### config.mk
export PLATFORM = sky130hd
export DESIGN_NAME = led_driver_serial_write_sequencer_flat
export DESIGN_NICKNAME = d
export VERILOG_FILES = /design/src/hdl/ldsw_pkg.sv /design/src/hdl/ldsw_if.sv /design/src/hdl/led_driver_serial_write_sequencer.sv /design/src/hdl/ldsw_cfg_regs.sv /design/src/hdl/ldsw_seq.sv /design/src/flat_wrapper.sv
export VERILOG_INCLUDE_DIRS = /design/src /design/src/hdl
export SDC_FILE = /design/constraint.sdc
export NUM_CORES = 1
export LEC_CHECK = 0
export ABC_AREA = 0
export BUFFER_PORTS_ARGS = -buffer_cell sky130_fd_sc_hd__buf_2
export CAP_MARGIN = 40
export CORE_UTILIZATION = 54
export DETAILED_ROUTE_END_ITERATION = 10
export PLACE_DENSITY_LB_ADDON = 0.1
export SLEW_MARGIN = 20
export SYNTH_ARGS = -nofsm -noshare
export SYNTH_HDL_FRONTEND = slang
export SYNTH_SLANG_ARGS = --single-unit
### constraint.sdc
create_clock -name clk -period 3.05 [get_ports clk]
set_input_delay 0.305 -clock clk [delete_from_list [all_inputs] [get_ports clk]]
set_output_delay 0.305 -clock clk [all_outputs]
set_load 0.02 [all_outputs]
### src/hdl/led_driver_serial_write_sequencer_macros.svh
// Assertion helpers used by the sequencer top module.
`ifndef LED_DRIVER_SERIAL_WRITE_SEQUENCER_MACROS_SVH
`define LED_DRIVER_SERIAL_WRITE_SEQUENCER_MACROS_SVH

`ifndef ASSERT_OFF
// Checked only out of reset.
`define LDSW_ASSERT(lbl, prop, msg) \
  lbl: assert property (@(posedge clk) disable iff (!rst_n) prop) else $error(msg);
// Checked on every edge, reset included.
`define LDSW_ASSERT_ALWAYS(lbl, prop, msg) \
  lbl: assert property (@(posedge clk) prop) else $error(msg);
`else
`define LDSW_ASSERT(lbl, prop, msg)
`define LDSW_ASSERT_ALWAYS(lbl, prop, msg)
`endif

`endif

### src/hdl/ldsw_pkg.sv
package ldsw_pkg;

  // Item kinds
  localparam logic [1:0] KIND_TICK  = 2'd0;
  localparam logic [1:0] KIND_LOAD  = 2'd1;
  localparam logic [1:0] KIND_START = 2'd2;

  // Configuration register indexes
  localparam int CFG_IDX_W = 2;
  localparam logic [CFG_IDX_W-1:0] CFG_DATA_COMMAND    = 2'd0;
  localparam logic [CFG_IDX_W-1:0] CFG_DISPLAY_CONTROL = 2'd1;
  localparam logic [CFG_IDX_W-1:0] CFG_ACK_WAIT_MAX    = 2'd2;

  localparam int CFG_DATA_W = 27;
  localparam int TIMEOUT_W  = 27;

  localparam logic [7:0]           DATA_COMMAND_RST    = 8'h40;
  localparam logic [7:0]           DISPLAY_CONTROL_RST = 8'h8A;
  localparam logic [TIMEOUT_W-1:0] ACK_WAIT_MAX_RST    = 27'd100000000;

  // Line timing in ticks
  localparam int HALF_BIT_TICKS   = 3;
  localparam int SETUP_TICKS      = 2;
  localparam int ACK_SETTLE_TICKS = 5;

  localparam logic [2:0] HALF_BIT_DLY   = 3'(HALF_BIT_TICKS - 1);
  localparam logic [2:0] SETUP_DLY      = 3'(SETUP_TICKS - 1);
  localparam logic [2:0] ACK_SETTLE_DLY = 3'(ACK_SETTLE_TICKS - 1);
  localparam logic [2:0] ONE_TICK_DLY   = 3'd0;

  typedef struct packed {
    logic [1:0] kind;
    logic [2:0] slot;
    logic [7:0] byte_value;
    logic [7:0] start_address;
    logic [2:0] byte_count;
    logic       dio_sample;
  } ldsw_item_t;

  typedef struct packed {
    logic                 clk_line;
    logic                 dio_line;
    logic                 busy_res;
    logic                 done_res;
    logic                 ack_fail;
  } ldsw_res_t;

  typedef struct packed {
    logic [7:0]           data_command;
    logic [7:0]           display_control;
    logic [TIMEOUT_W-1:0] ack_wait_max;
  } ldsw_cfg_t;

endpackage

### src/hdl/ldsw_if.sv
interface ldsw_in_if import ldsw_pkg::*; ();
  logic       valid;
  logic       ready;
  logic [1:0] kind;
  logic [2:0] slot;
  logic [7:0] byte_value;
  logic [7:0] start_address;
  logic [2:0] byte_count;
  logic       dio_sample;

  modport source (output valid, kind, slot, byte_value, start_address, byte_count,
                  dio_sample, input ready);
  modport sink (input valid, kind, slot, byte_value, start_address, byte_count,
                dio_sample, output ready);
endinterface

interface ldsw_out_if import ldsw_pkg::*; ();
  logic valid;
  logic ready;
  logic clk_line;
  logic dio_line;
  logic busy_res;
  logic done_res;
  logic ack_fail;

  modport source (output valid, clk_line, dio_line, busy_res, done_res, ack_fail,
                  input ready);
  modport sink (input valid, clk_line, dio_line, busy_res, done_res, ack_fail,
                output ready);
endinterface

interface ldsw_cfg_if import ldsw_pkg::*; ();
  logic                  valid;
  logic                  ready;
  logic [CFG_IDX_W-1:0]  index;
  logic [CFG_DATA_W-1:0] data;

  modport source (output valid, index, data, input ready);
  modport sink (input valid, index, data, output ready);
endinterface

### src/hdl/led_driver_serial_write_sequencer.sv
// Latency: the result word of an accepted item is valid on the next cycle.
// Throughput: one item per cycle; the output register frees in the cycle its
// word is taken, so input ready only drops while a result waits unread.
// Reset (rst_n low, synchronous): sequencer idle, both lines released high,
// registers back to 0x40 / 0x8A / 100000000; the display bytes are not cleared.
`include "led_driver_serial_write_sequencer_macros.svh"

module led_driver_serial_write_sequencer import ldsw_pkg::*; #(
  parameter int MAX_BYTES = 6
) (
  input  logic        clk,
  input  logic        rst_n,
  ldsw_in_if.sink     in_ch,
  ldsw_out_if.source  out_ch,
  ldsw_cfg_if.sink    cfg_ch
);

  ldsw_cfg_t  cfg;
  ldsw_item_t item;
  ldsw_res_t  res;
  ldsw_res_t  res_r;
  logic       out_valid_r;
  logic       in_acc;

  assign item.kind          = in_ch.kind;
  assign item.slot          = in_ch.slot;
  assign item.byte_value    = in_ch.byte_value;
  assign item.start_address = in_ch.start_address;
  assign item.byte_count    = in_ch.byte_count;
  assign item.dio_sample    = in_ch.dio_sample;

  assign in_ch.ready = !out_valid_r || out_ch.ready;
  assign in_acc      = in_ch.valid && in_ch.ready;

  ldsw_cfg_regs u_cfg (
    .clk    (clk),
    .rst_n  (rst_n),
    .cfg_ch (cfg_ch),
    .cfg    (cfg)
  );

  ldsw_seq #(
    .MAX_BYTES (MAX_BYTES)
  ) u_seq (
    .clk     (clk),
    .rst_n   (rst_n),
    .step_en (in_acc),
    .item    (item),
    .cfg     (cfg),
    .res     (res)
  );

  always_ff @(posedge clk) begin
    if (!rst_n) begin
      out_valid_r <= 1'b0;
    end else if (in_acc) begin
      out_valid_r <= 1'b1;
    end else if (out_ch.ready) begin
      out_valid_r <= 1'b0;
    end
  end

  // hold the result word until taken
  always_ff @(posedge clk) begin
    if (in_acc) begin
      res_r <= res;
    end
  end

  assign out_ch.valid    = out_valid_r;
  assign out_ch.clk_line = res_r.clk_line;
  assign out_ch.dio_line = res_r.dio_line;
  assign out_ch.busy_res = res_r.busy_res;
  assign out_ch.done_res = res_r.done_res;
  assign out_ch.ack_fail = res_r.ack_fail;

  `LDSW_ASSERT(a_acc_gives_word, in_acc |=> out_ch.valid, "accepted item produced no word")
  `LDSW_ASSERT(a_done_not_busy, out_ch.valid |-> !(out_ch.done_res && out_ch.busy_res),
               "done reported while still busy")
  `LDSW_ASSERT(a_done_not_fail, out_ch.valid |-> !(out_ch.done_res && out_ch.ack_fail),
               "done reported on a failed transfer")
  `LDSW_ASSERT(a_word_kept, (out_ch.valid && !out_ch.ready) |=> out_ch.valid,
               "unread word dropped")
  `LDSW_ASSERT_ALWAYS(a_rst_empty, !rst_n |=> !out_ch.valid, "word valid after reset")

endmodule

### src/hdl/ldsw_cfg_regs.sv
module ldsw_cfg_regs import ldsw_pkg::*; (
  input  logic           clk,
  input  logic           rst_n,
  ldsw_cfg_if.sink       cfg_ch,
  output ldsw_cfg_t      cfg
);

  logic [7:0]           data_command_r;
  logic [7:0]           display_control_r;
  logic [TIMEOUT_W-1:0] ack_wait_max_r;
  logic                 wr_en;

  assign cfg_ch.ready = 1'b1;
  assign wr_en        = cfg_ch.valid && cfg_ch.ready;

  always_ff @(posedge clk) begin
    if (!rst_n) begin
      data_command_r    <= DATA_COMMAND_RST;
      display_control_r <= DISPLAY_CONTROL_RST;
      ack_wait_max_r    <= ACK_WAIT_MAX_RST;
    end else if (wr_en) begin
      case (cfg_ch.index)
        CFG_DATA_COMMAND:    data_command_r    <= cfg_ch.data[7:0];
        CFG_DISPLAY_CONTROL: display_control_r <= cfg_ch.data[7:0];
        CFG_ACK_WAIT_MAX:    ack_wait_max_r    <= cfg_ch.data[TIMEOUT_W-1:0];
        default: ;
      endcase
    end
  end

  assign cfg.data_command    = data_command_r;
  assign cfg.display_control = display_control_r;
  assign cfg.ack_wait_max    = ack_wait_max_r;

endmodule

### src/hdl/ldsw_seq.sv
module ldsw_seq import ldsw_pkg::*; #(
  parameter int MAX_BYTES = 6
) (
  input  logic       clk,
  input  logic       rst_n,
  input  logic       step_en,
  input  ldsw_item_t item,
  input  ldsw_cfg_t  cfg,
  output ldsw_res_t  res
);

  localparam int CW = $clog2(MAX_BYTES + 1);
  localparam int AW = (MAX_BYTES > 1) ? $clog2(MAX_BYTES) : 1;

  typedef enum logic [3:0] {
    PH_IDLE, PH_START_HI, PH_START_LO, PH_BIT_LOW, PH_BIT_HIGH, PH_ACK_SETTLE,
    PH_ACK_WAIT, PH_ACK_CLK, PH_ACK_END, PH_STOP_A, PH_STOP_B, PH_STOP_C
  } phase_t;

  phase_t               phase_r, phase_nxt;
  logic [2:0]           dly_r, dly_nxt;
  logic [2:0]           bit_idx_r, bit_idx_nxt;
  logic [CW-1:0]        byte_idx_r, byte_idx_nxt;
  logic [7:0]           shift_r, shift_nxt;
  logic [TIMEOUT_W-1:0] wait_r, wait_nxt;
  logic [7:0]           addr_r, addr_nxt;
  logic [CW-1:0]        count_r, count_nxt;
  logic [1:0]           frame_r, frame_nxt;
  logic                 clk_r, clk_nxt;
  logic                 dio_r, dio_nxt;
  logic                 fail_r, fail_nxt;
  logic                 done;
  logic                 load_en;
  logic [7:0]           disp_mem_r [MAX_BYTES];
  logic [7:0]           fetch_byte;
  logic                 ack_poll;

  assign fetch_byte = disp_mem_r[byte_idx_r[AW-1:0]];
  assign ack_poll   = (phase_r == PH_ACK_WAIT) ||
                      ((phase_r == PH_ACK_SETTLE) && (dly_r == 3'd0));

  always_comb begin
    phase_nxt    = phase_r;
    dly_nxt      = dly_r;
    bit_idx_nxt  = bit_idx_r;
    byte_idx_nxt = byte_idx_r;
    shift_nxt    = shift_r;
    wait_nxt     = wait_r;
    addr_nxt     = addr_r;
    count_nxt    = count_r;
    frame_nxt    = frame_r;
    clk_nxt      = clk_r;
    dio_nxt      = dio_r;
    fail_nxt     = fail_r;
    done         = 1'b0;
    load_en      = 1'b0;

    case (item.kind)
      KIND_TICK: begin
        if (phase_r != PH_IDLE) begin
          if (ack_poll) begin
            phase_nxt = PH_ACK_WAIT;
            if (!item.dio_sample) begin
              phase_nxt = PH_ACK_CLK;
              clk_nxt   = 1'b1;
              dio_nxt   = 1'b1;
              dly_nxt   = SETUP_DLY;
            end else begin
              wait_nxt = TIMEOUT_W'(wait_r + 1'b1);
              if (wait_nxt >= cfg.ack_wait_max) begin
                // abort without a stop condition
                fail_nxt  = 1'b1;
                phase_nxt = PH_IDLE;
                dly_nxt   = 3'd0;
              end
            end
          end else if (dly_r != 3'd0) begin
            dly_nxt = dly_r - 3'd1;
          end else begin
            case (phase_r)
              PH_START_HI: begin
                phase_nxt = PH_START_LO;
                clk_nxt   = 1'b1;
                dio_nxt   = 1'b0;
                dly_nxt   = ONE_TICK_DLY;
              end
              PH_START_LO: begin
                case (frame_r)
                  2'd0:    shift_nxt = cfg.data_command;
                  2'd1:    shift_nxt = addr_r;
                  default: shift_nxt = cfg.display_control;
                endcase
                bit_idx_nxt = 3'd0;
                phase_nxt   = PH_BIT_LOW;
                clk_nxt     = 1'b0;
                dio_nxt     = shift_nxt[0];
                dly_nxt     = HALF_BIT_DLY;
              end
              PH_BIT_LOW: begin
                phase_nxt = PH_BIT_HIGH;
                clk_nxt   = 1'b1;
                dly_nxt   = HALF_BIT_DLY;
              end
              PH_BIT_HIGH: begin
                if (bit_idx_r == 3'd7) begin
                  // release DIO for the acknowledge
                  wait_nxt  = '0;
                  phase_nxt = PH_ACK_SETTLE;
                  clk_nxt   = 1'b0;
                  dio_nxt   = 1'b1;
                  dly_nxt   = ACK_SETTLE_DLY;
                end else begin
                  bit_idx_nxt = bit_idx_r + 3'd1;
                  shift_nxt   = {1'b0, shift_r[7:1]};
                  phase_nxt   = PH_BIT_LOW;
                  clk_nxt     = 1'b0;
                  dio_nxt     = shift_r[1];
                  dly_nxt     = HALF_BIT_DLY;
                end
              end
              PH_ACK_CLK: begin
                phase_nxt = PH_ACK_END;
                clk_nxt   = 1'b0;
                dio_nxt   = 1'b1;
                dly_nxt   = ONE_TICK_DLY;
              end
              PH_ACK_END: begin
                if ((frame_r == 2'd1) && (byte_idx_r < count_r) &&
                    (32'(byte_idx_r) < MAX_BYTES)) begin
                  byte_idx_nxt = byte_idx_r + 1'b1;
                  shift_nxt    = fetch_byte;
                  bit_idx_nxt  = 3'd0;
                  phase_nxt    = PH_BIT_LOW;
                  clk_nxt      = 1'b0;
                  dio_nxt      = fetch_byte[0];
                  dly_nxt      = HALF_BIT_DLY;
                end else begin
                  phase_nxt = PH_STOP_A;
                  clk_nxt   = 1'b0;
                  dio_nxt   = 1'b1;
                  dly_nxt   = SETUP_DLY;
                end
              end
              PH_STOP_A: begin
                phase_nxt = PH_STOP_B;
                clk_nxt   = 1'b0;
                dio_nxt   = 1'b0;
                dly_nxt   = SETUP_DLY;
              end
              PH_STOP_B: begin
                phase_nxt = PH_STOP_C;
                clk_nxt   = 1'b1;
                dio_nxt   = 1'b0;
                dly_nxt   = SETUP_DLY;
              end
              PH_STOP_C: begin
                clk_nxt = 1'b1;
                dio_nxt = 1'b1;
                if (frame_r >= 2'd2) begin
                  phase_nxt = PH_IDLE;
                  dly_nxt   = ONE_TICK_DLY;
                  done      = 1'b1;
                end else begin
                  frame_nxt = frame_r + 2'd1;
                  phase_nxt = PH_START_HI;
                  dly_nxt   = SETUP_DLY;
                end
              end
              default: begin
                phase_nxt = PH_IDLE;
                dly_nxt   = 3'd0;
              end
            endcase
          end
        end
      end
      KIND_LOAD: begin
        if ((phase_r == PH_IDLE) && (32'(item.slot) < MAX_BYTES)) begin
          load_en = 1'b1;
        end
      end
      KIND_START: begin
        if (phase_r == PH_IDLE) begin
          addr_nxt     = item.start_address;
          count_nxt    = (32'(item.byte_count) > MAX_BYTES) ? CW'(MAX_BYTES)
                                                            : CW'(item.byte_count);
          byte_idx_nxt = '0;
          frame_nxt    = 2'd0;
          fail_nxt     = 1'b0;
          wait_nxt     = '0;
          phase_nxt    = PH_START_HI;
          clk_nxt      = 1'b1;
          dio_nxt      = 1'b1;
          dly_nxt      = SETUP_DLY;
        end
      end
      default: ;
    endcase
  end

  always_ff @(posedge clk) begin
    if (!rst_n) begin
      phase_r    <= PH_IDLE;
      dly_r      <= 3'd0;
      bit_idx_r  <= 3'd0;
      byte_idx_r <= '0;
      shift_r    <= 8'd0;
      wait_r     <= '0;
      addr_r     <= 8'd0;
      count_r    <= '0;
      frame_r    <= 2'd0;
      clk_r      <= 1'b1;
      dio_r      <= 1'b1;
      fail_r     <= 1'b0;
    end else if (step_en) begin
      phase_r    <= phase_nxt;
      dly_r      <= dly_nxt;
      bit_idx_r  <= bit_idx_nxt;
      byte_idx_r <= byte_idx_nxt;
      shift_r    <= shift_nxt;
      wait_r     <= wait_nxt;
      addr_r     <= addr_nxt;
      count_r    <= count_nxt;
      frame_r    <= frame_nxt;
      clk_r      <= clk_nxt;
      dio_r      <= dio_nxt;
      fail_r     <= fail_nxt;
    end
  end

  // display bytes: no reset; the block does not check that a sent slot was ever loaded
  always_ff @(posedge clk) begin
    if (step_en && load_en) begin
      disp_mem_r[AW'(item.slot)] <= item.byte_value;
    end
  end

  assign res.clk_line = clk_nxt;
  assign res.dio_line = dio_nxt;
  assign res.busy_res = (phase_nxt != PH_IDLE);
  assign res.done_res = done;
  assign res.ack_fail = fail_nxt;

endmodule

### src/flat_wrapper.sv
// flat-port wrapper written by rule: the top's interface ports become plain ports
module led_driver_serial_write_sequencer_flat import ldsw_pkg::*;
#(
  parameter int MAX_BYTES = 6
)
  (clk, rst_n, in_ch_valid, in_ch_kind, in_ch_slot, in_ch_byte_value, in_ch_start_address, in_ch_byte_count, in_ch_dio_sample, in_ch_ready, out_ch_valid, out_ch_clk_line, out_ch_dio_line, out_ch_busy_res, out_ch_done_res, out_ch_ack_fail, out_ch_ready, cfg_ch_valid, cfg_ch_index, cfg_ch_data, cfg_ch_ready);
  ldsw_in_if in_ch_i ();
  ldsw_out_if out_ch_i ();
  ldsw_cfg_if cfg_ch_i ();
  input  logic clk;
  input  logic rst_n;
  input wire logic [$bits(in_ch_i.valid)-1:0] in_ch_valid;
  input wire logic [$bits(in_ch_i.kind)-1:0] in_ch_kind;
  input wire logic [$bits(in_ch_i.slot)-1:0] in_ch_slot;
  input wire logic [$bits(in_ch_i.byte_value)-1:0] in_ch_byte_value;
  input wire logic [$bits(in_ch_i.start_address)-1:0] in_ch_start_address;
  input wire logic [$bits(in_ch_i.byte_count)-1:0] in_ch_byte_count;
  input wire logic [$bits(in_ch_i.dio_sample)-1:0] in_ch_dio_sample;
  output wire logic [$bits(in_ch_i.ready)-1:0] in_ch_ready;
  output wire logic [$bits(out_ch_i.valid)-1:0] out_ch_valid;
  output wire logic [$bits(out_ch_i.clk_line)-1:0] out_ch_clk_line;
  output wire logic [$bits(out_ch_i.dio_line)-1:0] out_ch_dio_line;
  output wire logic [$bits(out_ch_i.busy_res)-1:0] out_ch_busy_res;
  output wire logic [$bits(out_ch_i.done_res)-1:0] out_ch_done_res;
  output wire logic [$bits(out_ch_i.ack_fail)-1:0] out_ch_ack_fail;
  input wire logic [$bits(out_ch_i.ready)-1:0] out_ch_ready;
  input wire logic [$bits(cfg_ch_i.valid)-1:0] cfg_ch_valid;
  input wire logic [$bits(cfg_ch_i.index)-1:0] cfg_ch_index;
  input wire logic [$bits(cfg_ch_i.data)-1:0] cfg_ch_data;
  output wire logic [$bits(cfg_ch_i.ready)-1:0] cfg_ch_ready;
  assign in_ch_i.valid = in_ch_valid;
  assign in_ch_i.kind = in_ch_kind;
  assign in_ch_i.slot = in_ch_slot;
  assign in_ch_i.byte_value = in_ch_byte_value;
  assign in_ch_i.start_address = in_ch_start_address;
  assign in_ch_i.byte_count = in_ch_byte_count;
  assign in_ch_i.dio_sample = in_ch_dio_sample;
  assign in_ch_ready = in_ch_i.ready;
  assign out_ch_valid = out_ch_i.valid;
  assign out_ch_clk_line = out_ch_i.clk_line;
  assign out_ch_dio_line = out_ch_i.dio_line;
  assign out_ch_busy_res = out_ch_i.busy_res;
  assign out_ch_done_res = out_ch_i.done_res;
  assign out_ch_ack_fail = out_ch_i.ack_fail;
  assign out_ch_i.ready = out_ch_ready;
  assign cfg_ch_i.valid = cfg_ch_valid;
  assign cfg_ch_i.index = cfg_ch_index;
  assign cfg_ch_i.data = cfg_ch_data;
  assign cfg_ch_ready = cfg_ch_i.ready;
  led_driver_serial_write_sequencer #(.MAX_BYTES(MAX_BYTES)) u_core (.clk(clk), .rst_n(rst_n), .in_ch(in_ch_i), .out_ch(out_ch_i), .cfg_ch(cfg_ch_i));
endmodule
; Word-level counts from Yosys, hierarchy flattened
; Memories as Yosys holds them, arrays and structs flattened. A register that Yosys moved wholly into a read port is not among the register bits.
; Index checks and enable logic that the tools add are counted.
[classes]
reduce_logical = 36
shift = 0
n_lt_le_gt_ge = 6
n_eq_ne = 32
muxes = 83
div_mod_pow = 0
n_bitwise = 5
addsub = 5
mul = 0
[ops]
columns = op, n
row1 = two-way mux 27 bit, 7
row2 = two-way mux 3 bit, 21
row3 = one-hot mux 27 bit (2 select lines), 1
row4 = one-hot mux 4 bit (9 select lines), 1
row5 = AND reduction 8 bit, 4
row6 = "adder 27 x 1 -> 27 bit, second input constant", 1
row7 = >= comparator 27 bit, 1
row8 = two-way mux 1 bit, 26
row9 = one-hot mux 8 bit (3 select lines), 1
row10 = two-way mux 4 bit, 5
row11 = "inequality test 2 bit, second input constant", 9
row12 = "== test 4 x 3 -> 1 bit, second input constant", 4
row13 = "== test 4 bit, second input constant", 4
row14 = two-way mux 8 bit, 2
row15 = one-hot mux 8 bit (2 select lines), 1
row16 = one-hot mux 3 bit (5 select lines), 1
row17 = two-way mux 2 bit, 7
row18 = one-hot mux 3 bit (2 select lines), 2
row19 = OR reduction 5 bit, 2
row20 = "inequality test 3 bit, second input constant", 3
row21 = one-hot mux 3 bit (3 select lines), 1
row22 = "== test 4 x 2 -> 1 bit, second input constant", 2
row23 = one-hot mux 1 bit (2 select lines), 4
row24 = one-hot mux 4 bit (2 select lines), 1
row25 = 32 further kinds, 56
[word_totals]
word_cells = 189
latchBits = 0
out_inout_bits = 8
memories = 1
in_bits = 59
romBits = 0
mem_bits_rw = 48
register_bits = 113
[memory_table]
columns = memory, depth, width, read_ports, rd_ports_with_merged_regs, wr, line
row1 = u_core.u_seq.disp_mem_r, 6, 8, 1, 1, 1, ldsw_seq.sv:34  ; logic [7:0] disp_mem_r [MAX_BYTES];

; Longest topological paths before layout
[logic_depth]
depth_word = 11
ltp_mapped = 13
mapped_depth_nobuf = 12

; Hierarchy
; From an unflattened synthesis, not the netlist that was laid out.
[unflattened]
hier_cells = 914
area_unflattened_um2 = 8672.1
[modules_own_cells]
columns = module, n_inst, cells_each, seq_area_each_um2, area_each_um2
row1 = ldsw_seq, 1, 723, 2762.6, 6713.9
row2 = ldsw_cfg_regs, 1, 181, 860.8, 1750.4
row3 = led_driver_serial_write_sequencer, 1, 10, 170.2, 207.7

; Worst setup path before layout
; Ideal clock, no wire load.
[synth_path]
kind = reg2reg
startpoint = reg u_core.u_seq.wait_r[2]
endpoint = reg u_core.res_r (netlist bit u_core.out_ch.busy_res), data pin
arrival_time_ns = 2.941
setup_ns = 0.273
path_stages_with_launch = 14
required_time_ns = 2.777
n_path_buf = 1
setup_slack_ns = -0.164
synth_period_minus_slack_ns = 3.214
path_cell_list = dfxtp_1 > and4_1 > nand4_1 > or2_2 > clkbuf_1 > nor3_1 > xnor2_1 > ha_1 > nand4_1 > nor4_1 > nand4_1 > a21oi_1 > o21a_1 > o221ai_1
[synth_lines]
columns = element, line
row1 = "start, declared", ldsw_seq.sv:25  ; logic [TIMEOUT_W-1:0] wait_r, wait_nxt;
row2 = "start signal, assigned", ldsw_seq.sv:221  ; wait_r <= wait_nxt;
row3 = "end signal, assigned", led_driver_serial_write_sequencer.sv:66  ; res_r <= res;
row4 = "end, declared", led_driver_serial_write_sequencer.sv:21  ; ldsw_res_t res_r;

==> results.yml <==
run_status:
  status: "finished, violations left"
  failed_checks: "design-rule violations, negative setup slack"
global_route:
  gr-usage-met3_pct: 5.31
  gr-total-overflow: 0
  first_global_vias: 6778
  grt.met2_usage_pct: 45.4
  grt_max_degree: 40
  grt_pass1_wl_um: 33600
  grt.total_usage_pct: 27.2
  antenna_found_initial: 1
  use_met1_pct: 35.4
  grt.busiest_layer: "met2"
floorplanning:
  die_y_um: 126
  core_area_sq_um: 14700
  start_util_pct: 56.2
  design.die.area_sq_um: 15800
  ios: 67
  die_w_um: 126
  num_rows: 44
finish:
  fillerInstances: 1170
  layout-drive-gt1-share_pct: 22.8
  seqCellArea_sq_um: 3810
  final_common_cell: "nand2_1"
  finalCoreUtilization_pct: 67.5
  nets: 1093
  area_growth_pct: 20.2
  multi_input_comb_area_sq_um: 4290
  final_cell_mix: "nand2_1, dfxtp_1, a21oi_1"
  fin_area_sq_um: 9920
timing:
  drv_slew: 0
  setup_viol: 1
  finalCritPeriodShare_pct: 100
  max_slew.worst_pin.slew_ns: 0.887
  totalNegativeSetupSlack_ns: -0.0145
  final-hold-violation-count: 0
  worst_slack_ns: -0.0145
  maxSlewHeadroom_pct: 40.3
  worst_hold_slack_ns: 0.0910
  min_period_ns: 3.06
  fmax_mhz: 326
  rsz0062_at_grt: "yes"
  fin_skew_ns: 0.0132
synthesis:
  synth_edf_count: 53
  ys_types: 69
  synth-seq-cells: 163
  netlist_instances: 903
  yosysWarnings: 0
  synthFlopType: "dfxtp_1"
  synth_fp_nets: 1000
  async_reset_ff_share_pct: 0
  synthesis.area_sq_um: 8250
  ys_seq_area_share_pct: 46.0
  syn_avg_cell_area_sq_um: 9.14
critical_path:
  cp.arrival_ns: 3.25
  reg2reg_from: "u_core.u_seq.wait_r[16]$_SDFFE_PN0P_"
  ff2ff_path_depth: 13
  critical_path_class: "reg -> reg"
  crit_chain: "nand4_1 > buf_4 > nor3_4 > nor2b_4 > xor2_1 > ha_1 > nand4_1 > buf_4 > nor2_1 > a22oi_2 > nand3_2 > o21a_4 > a22o_1"
  rrSetupSlack_ns: -0.01
  endpoint_kind: "flop"
  cp_max_fo: 4
  cpMaxStageDelayCell: "dfxtp_2"
  worstSetupStartpoint: "u_core.u_seq.wait_r[16]$_SDFFE_PN0P_"
  timing.rr.end: "u_core.out_ch.ack_fail$_DFFE_PP_"
  crit_family: "simple AND/OR/NAND/NOR gates"
  path_buf_inv: 2
  slowest_delay_ns: 0.37
  crit_path_start_kind: "flop"
  required_ns: 3.23
clock_network:
  clock_sinks: 163
  root_buffer: "clkbuf_16"
  cts_buffers: 17
  cts_buffer_depth: 2
  clk_pin_slew_ns: 0.07
  h-tree-depth: 4
  tritoncts: "yes"
  clock_latency_ns: 0.44
pwr:
  p_per_area_nw_per_um2: 501
  leakage_nw: 3.92
  finalPower_mw: 4.97
  ir_drop_v: 0.000521
min_path:
  holdPathStages: 3
  holdPathEnd: "u_core.u_cfg.ack_wait_max_r[20]$_SDFFE_PN1P_"
  hold_class: "in -> reg"
  min_from: "cfg_ch_data[20]"
routing:
  via_count: 6949
  via_per_inst: 5.82
  antenna_left: 0
  first_pass_iters: 9
  drc: 12
  wl_um: 20700
  drt-initial-drc-count: 586
  route.detailed.wl_per_inst_um: 17.3
job:
  maxCapViolCount: 0
place:
  postPlaceCellArea_sq_um: 8990
  io_buffers: 65
  dp_hpwl_um: 14600
  place_congestion: 0.889
-- where the power goes --
| group | leakage (nW) | internal [mW] | switching, mW |
|---|---|---|---|
| clock network | 0.308 | 1.27 | 1.01 |
| registers | 1.38 | 2.28 | 0.0196 |
| logic | 2.23 | 0.147 | 0.250 |
| total | 3.92 | 3.69 | 1.28 |
-- cell families (layout without fill, tap and decap cells) --
group	after synthesis	count (layout)	share of synthesized area (%)
simple gates	321	321	18.1
compound gates	224	224	17.4
flops	163	163	46.0
buf+inv	96	202	4.62
fa+ha+maj	39	39	5.88
mux	31	31	5.02
xor+xnor	28	28	2.97
other cells	1	2	0.0454
-- registers in the layout (all words and copies together), names as in the netlist, named ones only --
| signal | flops |
|---|---|
| u_core.out_ch.valid | 1 |
| u_core.out_ch.ack_fail | 1 |
| u_core.out_ch.clk_line | 1 |
| u_core.u_seq.count_r | 3 |
| u_core.u_cfg.data_command_r | 8 |
| u_core.u_cfg.display_control_r | 8 |
| u_core.u_seq.shift_r | 7 |
| u_core.u_seq.clk_r | 1 |
| u_core.u_seq.disp_mem_r | 48 |
| u_core.u_cfg.ack_wait_max_r | 27 |
| u_core.u_seq.addr_r | 8 |
| u_core.u_seq.wait_r | 27 |
| u_core.u_seq.bit_idx_r | 3 |
| u_core.out_ch.done_res | 1 |
| u_core.u_seq.dio_r | 1 |
| u_core.u_seq.frame_r | 2 |
| u_core.u_seq.phase_r | 4 |
| u_core.u_seq.byte_idx_r | 3 |
| u_core.out_ch.busy_res | 1 |
| u_core.u_seq.fail_r | 1 |
| u_core.u_seq.dly_r | 3 |
| u_core.out_ch.dio_line | 1 |
-- through the flow --
step	std cells	setup slack, ns
4_1_cts	1186	-0.0518
6_report	1194	-0.0145
3_5_place_dp	1150	-0.259
5_1_grt	1193	-0.168
2_1_floorplan	903	-0.0148
3_3_place_gp	1150	-0.0865
-- routing by layer --
metal	vias up	wire length [um]
li1	3411	-
met1	3300	9310
met2	205	10000
met3	31	986
met4	2	332
met5	-	13
-- area by class of cell --
class	count	area share (%)
tap	184	2.32
inverter	44	1.66
sequential	163	38.4
antenna	1	0.0252
multi-input combinational	644	43.3
timing repair buffer	126	7.93
clock buffer	17	4.29
clock inverter	15	2.12
-- worst max-delay path by stage --
stage / endpoint / cells past startpoint
finish: u_core.out_ch.ack_fail$_DFFE_PP_ / 13
global route: u_core.out_ch.ack_fail$_DFFE_PP_ / 13
CTS: u_core.out_ch.busy_res$_DFFE_PP_ / 13
detailed placement: u_core.out_ch.busy_res$_DFFE_PP_ / 13
global placement: u_core.out_ch.busy_res$_DFFE_PP_ / 12
floorplan: u_core.out_ch.busy_res$_DFFE_PP_ / 13
-- worst min-delay path: cells and delay by family --
family | cells | cell delay (ns)
AOI/OAI and AO/OA | 1 | 0.07
buffers and inverters | 1 | 0.07
and+or+nand+nor | 1 | 0.04
-- Yosys cell counts (14+ instances only) --
cell type,count,share of area [%]
edfxtp_1,53,19
clkbuf_1,38,1.7
dfxtp_1,110,27
o211ai_1,15,1.4
nand3_1,24,1.5
nor3_1,14,0.85
nand2_1,138,6.3
a21oi_1,93,5.6
nand2b_1,18,1.4
inv_1,44,2.0
xnor2_1,18,1.9
a22oi_1,14,1.3
mux2i_1,20,2.4
ha_1,38,5.8
nor2_1,67,3.0
o21ai_0,29,1.8
-- what timing repair did --
action / 4_1_cts / 5_1_grt
setup endpoints to repair: 8 / 8
pin swaps: 13 / 20
buffers inserted: 4 / 8
endpoints found under the hold margin: 0 / 0
hold buffers: 0 / 0
gates resized for setup: 20 / 33
Power figures use the tool's default switching activity.
